`src/rtl/rau_pkg.sv`:
```
// Package for the rational arithmetic unit: word width, opcodes, divider types.
// No dependencies.
`timescale 1ns / 1ps
`default_nettype none
package rau_pkg;
	localparam int WORD_BITS = 32;
	localparam int CNT_BITS = $clog2(WORD_BITS + 1);
	typedef logic signed [WORD_BITS-1:0] word_t;
	typedef enum logic [1:0] {
		OP_REDUCE = 2'd0,
		OP_ADD    = 2'd1,
		OP_SUB    = 2'd2,
		OP_INC    = 2'd3
	} op_t;
	typedef struct packed {
		logic start;
		word_t dividend;
		word_t divisor;
	} div_req_t;
	typedef struct packed {
		logic done;
		word_t quot;
		word_t rem;
	} div_rsp_t;
endpackage
`default_nettype wire

```
`src/rtl/rau_div.sv`:
```
// Bit-serial signed truncating divider, one quotient bit per cycle.
// Depends on rau_pkg.
`timescale 1ns / 1ps
`default_nettype none
module rau_div (
	input  wire logic clk,
	input  wire logic arst_n,
	input  wire rau_pkg::div_req_t req,
	output rau_pkg::div_rsp_t rsp
);
	import rau_pkg::*;
	logic busy_q;
	logic done_q;
	logic [CNT_BITS-1:0] cnt_q;
	logic [WORD_BITS-1:0] rem_q, quo_q, den_q;
	logic neg_q_q, neg_r_q;
	logic [WORD_BITS:0] trial;
	logic [WORD_BITS-1:0] rem_sh;
	logic [WORD_BITS-1:0] qv, rv;

	assign rem_sh = {rem_q[WORD_BITS-2:0], quo_q[WORD_BITS-1]};
	assign trial = {rem_q[WORD_BITS-1], rem_sh} - {1'b0, den_q};
	assign qv = neg_q_q ? -quo_q : quo_q;
	assign rv = neg_r_q ? -rem_q : rem_q;

	// Hold quotient and remainder with their signs applied once the run ends.
	assign rsp.done = done_q;
	assign rsp.quot = qv;
	assign rsp.rem = rv;

	always_ff @(posedge clk or negedge arst_n) begin
		if (!arst_n) begin
			busy_q <= 1'b0;
			cnt_q <= '0;
			done_q <= 1'b0;
		end else begin
			done_q <= 1'b0;
			if (req.start) begin
				busy_q <= 1'b1;
				cnt_q <= CNT_BITS'(WORD_BITS);
			end else if (busy_q) begin
				cnt_q <= cnt_q - 1'b1;
				if (cnt_q == CNT_BITS'(1)) begin
					busy_q <= 1'b0;
					done_q <= 1'b1;
				end
			end
		end
	end

	always_ff @(posedge clk) begin
		if (req.start) begin
			rem_q <= '0;
			quo_q <= req.dividend[WORD_BITS-1] ? -req.dividend : req.dividend;
			den_q <= req.divisor[WORD_BITS-1] ? -req.divisor : req.divisor;
			neg_q_q <= req.dividend[WORD_BITS-1] ^ req.divisor[WORD_BITS-1];
			neg_r_q <= req.dividend[WORD_BITS-1];
		end else if (busy_q) begin
			if (!trial[WORD_BITS]) begin
				rem_q <= trial[WORD_BITS-1:0];
				quo_q <= {quo_q[WORD_BITS-2:0], 1'b1};
			end else begin
				rem_q <= rem_sh;
				quo_q <= {quo_q[WORD_BITS-2:0], 1'b0};
			end
		end
	end
endmodule
`default_nettype wire

```
`src/rtl/rational_arithmetic_unit.sv`:
```
// Top level of the rational arithmetic unit with gcd reduction.
// Depends on rau_pkg and rau_div.
//
// Usage: present kind and operands with in_valid; the item is transferred
// at a clock edge where in_valid is high and in_stall low. The unit then
// runs alone: for add and subtract the multiplier forms the products in
// states S_M1, S_M2 and S_M3, then Euclid's method runs remainder steps on
// the shared bit-serial divider (one quotient bit per cycle), then two final
// divisions make the reduced numerator and denominator. Reduce skips the
// products; increment, and a zero denominator on reduce, add or subtract,
// skip Euclid's method and the divisions and go straight to the output.
// One item is in flight at a time; in_stall is high from transfer until the
// result is loaded into the output register, so the next item can be taken
// in the cycle after the load.
// The result sits in the output register with out_valid until out_stall is
// low; the register holds while the receiver stalls, and a finished result
// waits in the sequencer with in_stall high until the register frees.
// Reset clears the sequencer and out_valid; an item in flight is dropped,
// and none is accepted during reset.
`timescale 1ns / 1ps
`default_nettype none
module rational_arithmetic_unit (
	input  wire logic clk,
	input  wire logic arst_n,
	input  wire logic in_valid,
	output logic in_stall,
	input  wire logic [1:0] kind,
	input  wire rau_pkg::word_t a_num,
	input  wire rau_pkg::word_t a_den,
	input  wire rau_pkg::word_t b_num,
	input  wire rau_pkg::word_t b_den,
	output logic out_valid,
	input  wire logic out_stall,
	output rau_pkg::word_t res_num,
	output rau_pkg::word_t res_den,
	output logic div_zero
);
	import rau_pkg::*;
	typedef enum logic [8:0] {
		S_IDLE = 9'b000000001, S_M1 = 9'b000000010, S_M2 = 9'b000000100,
		S_M3 = 9'b000001000, S_CHK = 9'b000010000, S_GCD = 9'b000100000,
		S_DN = 9'b001000000, S_DD = 9'b010000000, S_OUT = 9'b100000000
	} state_t;
	state_t st_q;
	logic [1:0] kind_q;
	word_t an_q, ad_q, bn_q, bd_q, n_q, d_q, ga_q, gb_q, p_q;
	// Finished result, held here until the output register is free.
	word_t rn_q, rd_q;
	logic dz_q;
	logic waiting_q;
	div_req_t dreq;
	div_rsp_t drsp;
	// Shared multiplier: one product per cycle, operands chosen by the state.
	word_t mx, my, prod;
	always_comb begin
		case (st_q)
			S_M1: begin mx = an_q; my = bd_q; end
			S_M2: begin mx = bn_q; my = ad_q; end
			default: begin mx = ad_q; my = bd_q; end
		endcase
	end
	assign prod = word_t'(mx * my);
	// The divider's quotient, with its sign already applied.
	word_t dq;
	rau_div u_div (.clk(clk), .arst_n(arst_n), .req(dreq), .rsp(drsp));
	assign dq = drsp.quot;
	assign in_stall = (st_q != S_IDLE);
	always_comb begin
		dreq.start = 1'b0;
		dreq.dividend = ga_q;
		dreq.divisor = gb_q;
		case (st_q)
			S_GCD: dreq.start = !waiting_q && gb_q != '0;
			S_DN: begin dreq.start = !waiting_q; dreq.dividend = n_q; dreq.divisor = ga_q; end
			S_DD: begin dreq.start = !waiting_q; dreq.dividend = d_q; dreq.divisor = ga_q; end
			default: ;
		endcase
	end
	always_ff @(posedge clk or negedge arst_n) begin
		if (!arst_n) begin
			st_q <= S_IDLE;
			out_valid <= 1'b0;
			waiting_q <= 1'b0;
		end else begin
			case (st_q)
				S_IDLE: if (in_valid) begin
					st_q <= (kind == OP_INC || kind == OP_REDUCE) ? S_CHK : S_M1;
				end
				S_M1: st_q <= S_M2;
				S_M2: st_q <= S_M3;
				S_M3: st_q <= S_CHK;
				S_CHK: st_q <= (kind_q == OP_INC || d_q == '0) ? S_OUT : S_GCD;
				S_GCD: begin
					if (!waiting_q && gb_q == '0) st_q <= S_DN;
					else if (!waiting_q) waiting_q <= 1'b1;
					else if (drsp.done) waiting_q <= 1'b0;
				end
				S_DN, S_DD: begin
					if (!waiting_q) waiting_q <= 1'b1;
					else if (drsp.done) begin
						waiting_q <= 1'b0;
						st_q <= (st_q == S_DN) ? S_DD : S_OUT;
					end
				end
				S_OUT: if (!out_valid || !out_stall) begin
					out_valid <= 1'b1;
					st_q <= S_IDLE;
				end
				default: st_q <= S_IDLE;
			endcase
			if (out_valid && !out_stall && st_q != S_OUT) out_valid <= 1'b0;
		end
	end
	always_ff @(posedge clk) begin
		case (st_q)
			S_IDLE: if (in_valid) begin
				kind_q <= kind; an_q <= a_num; ad_q <= a_den; bn_q <= b_num; bd_q <= b_den;
				n_q <= a_num; d_q <= a_den;
			end
			S_M1: p_q <= prod;
			S_M2: n_q <= (kind_q == OP_ADD) ? p_q + prod : p_q - prod;
			S_M3: d_q <= prod;
			S_CHK: begin
				ga_q <= n_q; gb_q <= d_q;
				if (kind_q == OP_INC) begin
					rn_q <= an_q + ad_q; rd_q <= ad_q; dz_q <= 1'b0;
				end else if (d_q == '0) begin
					rn_q <= '0; rd_q <= '0; dz_q <= 1'b1;
				end
			end
			S_GCD: if (waiting_q && drsp.done) begin
				ga_q <= gb_q; gb_q <= drsp.rem;
			end
			S_DN: if (waiting_q && drsp.done) rn_q <= dq;
			S_DD: if (waiting_q && drsp.done) begin
				rd_q <= dq; dz_q <= 1'b0;
			end
			// Load the output register only once its previous result has left.
			S_OUT: if (!out_valid || !out_stall) begin
				res_num <= rn_q; res_den <= rd_q; div_zero <= dz_q;
			end
			default: ;
		endcase
	end
endmodule
`default_nettype wire
```
`config.mk`:
```
export PLATFORM = sky130hd
export DESIGN_NAME = rational_arithmetic_unit
export DESIGN_NICKNAME = d
export VERILOG_FILES = /design/src/rtl/rau_pkg.sv /design/src/rtl/rau_div.sv /design/src/rtl/rational_arithmetic_unit.sv
export SDC_FILE = /design/constraint.sdc
export NUM_CORES = 2
export LEC_CHECK = 0
export BUFFER_PORTS_ARGS = -buffer_cell sky130_fd_sc_hd__buf_2
export CAP_MARGIN = 20
export CORE_MARGIN = 2
export CORE_UTILIZATION = 40
export CTS_BUF_LIST = sky130_fd_sc_hd__clkbuf_4
export DETAILED_ROUTE_END_ITERATION = 7
export SLEW_MARGIN = 20
export SYNTH_ARGS = -nofsm -noshare
export SYNTH_HDL_FRONTEND = slang
export SYNTH_HIERARCHICAL = 1
export SYNTH_SLANG_ARGS = --single-unit
```
`constraint.sdc`:
```
create_clock -name clk -period 10.52 [get_ports clk]
set_input_delay 0.526 -clock clk [delete_from_list [all_inputs] [get_ports clk]]
set_output_delay 0.526 -clock clk [all_outputs]
set_load 0.01 [all_outputs]
```
==> reports/results.tsv <==
metric	value	unit
detailroute.via_count	37880	
ant_nets	0	
startpoint_type	flop	
port_buffers	200	
status	completed	
synth_top_cells_by_area	sky130_fd_sc_hd__edfxtp_1 32%, sky130_fd_sc_hd__fa_1 18%, sky130_fd_sc_hd__ha_1 7.0%	
hold_ws	0.1775	ns
dieHeight	341.1	um
worst_pin_slew	1.076	ns
critPathArrivalTime	11.22	ns
initial_antenna_violation_count	17	
synthDominantCellAreaShare	32.11	%
synth.mux.area_fraction	3.334	%
timing.critical_path.fanout_max	7	
regToRegStartpoint	st_q[3]	
cts_tree	built	
htreeDepth	4	
clk_transition_reported_paths	0.07	ns
hold_end	bd_q[1]	
path_class	reg -> reg	
floorplan.die.width	341.1	um
gp_congestion	1.001	
mappedNetlistNets	5363	
floorplan.die_area	116300	um^2
reg2regPathDepth	42	
synth_largest_area_cell	sky130_fd_sc_hd__edfxtp_1	
worstHoldStart	b_den[1]	
max_slew_margin	28.28	%
place_worst_setup_slack	-0.4143	ns
vias_per_cell	5.471	
synth_edf_count	486	
first_global_vias	37200	
required_time_at_the_endpoint_of_the_critical_path	11.31	ns
drt_first_iter_violations	4104	
synth-compound-area-share	10.60	%
layout_commonest_cell	sky130_fd_sc_hd__nor2_1	
cpMostUsedCell	sky130_fd_sc_hd__fa_1	
critical_r2r_capture	n_q[31]	
worst_setup_path_end_kind	flop	
hold_path_depth	2	
ff2ff_setup_slack	0.1	ns
clk_root_buffer_cell	sky130_fd_sc_hd__clkbuf_4	
insertion_delay	1.09	ns
ys_warn_count	6	
cts-buffers-inserted	153	
synth_top_flop_cell	sky130_fd_sc_hd__edfxtp_1	
place_inst	6464	
placement_rows	123	
ys_ff_latch	537	
finalHoldViolCount	0	
ctsLongestPathBuffers	3	
cell_count_final_fillers_out	6923	
layout_min_cycle_time	10.42	ns
fin_nets	6098	
clock_skew	0.08256	ns
maxCapViolCount	0	
drive_gt1_share	22.03	%
start_util	40.35	%
dominant_combinational_cell_family_by_area_after_synthesis	adder cells	
placeableCoreArea	112700	um^2
firstDrtPassIters	7	
crit_slowest_cell	sky130_fd_sc_hd__fa_2	
final-max-slew-violation-count	0	
adder_cell_fraction_of_synth_area	25.12	%
post_synth_and_or_nand_nor_area_fraction	14.02	%
grt_usage	27.92	%
num_io_pins	201	
timing.final.crit_share	99.08	%
max_freq	95.94	MHz
setup-violations-final	0	
remaining_drc_errors	0	
grt_pass1_wl	240000	um
asyncSetResetFlopFracSynth	3.538	%
wl_final	163600	um
layout-area-overhead-vs-synth	21.64	%
route.detailed.wl_per_inst	23.64	um
yosysSeqAreaShare	34.57	%
pin_count_of_the_biggest_net_entering_global_routing	74	
clock-sinks	537	
grt_remaining_overflow	0	
grt_setup_unrepaired	yes	
crit_path_max_incr_delay	0.53	ns
postSynthCellCount	4563	
syn-cell-area	45450	um^2
hold_class	in -> reg	
dpl.hpwl	130800	um
synthXorXnorAreaFrac	6.147	%
finish.utilization	49.08	%
mostFrequentLayoutCells	532 x sky130_fd_sc_hd__nor2_1, 531 x sky130_fd_sc_hd__inv_1, 517 x sky130_fd_sc_hd__nand2_1	
synth_cell_types	89	
setup_slack	0.09686	ns
synth_area_per_cell	9.961	um^2
[kinds of logic after synthesis]
group / Yosys count
simple gates: 1433
buf+inv: 740
compound gates: 733
fa+ha+maj: 666
flops: 537
xor+xnor: 314
mux: 140
[metrics by stage]
stage	TNS (ns)	instance area (um^2)
after floorplan	0	45640
after global placement	-0.5334	50870
after detailed placement	-0.9554	50900
after CTS	0	54400
after global routing	-0.7701	55280
final	0	55290
[worst max-delay path, delay by kind of cell, from the launching register on]
kind	cells	cell delay [ns]
buffers and inverters	11	1.35
xor gates and xnor gates	3	0.44
and+or+nand+nor	10	1.78
AOI/OAI and AO/OA	8	1.99
adders and majority gates	10	4.19
DFF	1	0.40
[flip-flops by register name (all words and copies together) (netlist names), 2 cells and up]
name / count
gb_q: 32
ga_q: 32
st_q: 9
bd_q: 32
rn_q: 32
n_q: 32
an_q: 32
rd_q: 32
ad_q: 32
bn_q: 32
u_div/cnt_q: 6
res_den: 32
kind_q: 2
u_div/quo_q: 32
d_q: 32
p_q: 32
u_div/den_q: 32
res_num: 32
u_div/rem_q: 32
[Yosys cell counts (all sizes together) (9+ instances only)]
cell type,number
a211oi,29
a21o,52
a21oi,169
a221oi,9
a222oi,14
a22oi,42
a31oi,14
and2,12
and3,12
buf,33
clkbuf,165
dfrtp,18
dfxtp,32
edfxtp,486
fa,411
ha,255
inv,542
mux2,91
mux2i,49
nand2,523
nand2b,61
nand3,30
nand3b,11
nand4,13
nor2,544
nor2b,15
nor3,37
nor4,27
o211ai,18
o21a,17
o21ai,190
o21bai,23
o31ai,53
o41ai,21
or2,70
or3,29
or4,24
xnor2,216
xor2,96
[layer usage]
| layer | track usage (%) | routed length [um] | vias up |
|---|---|---|---|
| met4 | 9.517 | 6119 | 12 |
| met3 | 5.554 | 15980 | 298 |
| met1 | 40.20 | 71130 | 18710 |
| met2 | 41.94 | 70340 | 1879 |
| met5 | 0 | 71 | - |
| li1 | - | - | 16980 |
[repair_timing]
item | 4_1_cts | 5_1_grt
hold buffers | 135 | 0
hold endpoints to repair | 217 | 0
endpoints found under the setup margin | 5 | 10
setup buffers | 10 | 35
resized for setup | 17 | 118
pin swaps | 11 | 66
[how the worst max path moves through the flow]
stage	start	to	slack, ns	depth (start not counted)
finish	st_q[3]	n_q[31]	0.1	42
global route	st_q[3]	n_q[31]	-0.30	47
CTS	st_q[0]	n_q[31]	0.009	43
detailed placement	st_q[0]	n_q[31]	-0.41	39
global placement	st_q[0]	n_q[31]	-0.28	39
floorplan	st_q[3]	n_q[31]	0.11	48
[cell type report]
cell class,instances,area [um^2]
clock buffer,219,1644
inverter,542,2047
clock inverter,53,335.3
multi-input combinational,3286,27690
sequential,537,15710
timing repair buffer,778,5962
tap,1500,1877
antenna,8,20.02
fill,10580,57370
Power is left out: the tool's default activity adds up to more than one toggle a clock period on the data nets, which glitch-free logic cannot reach.
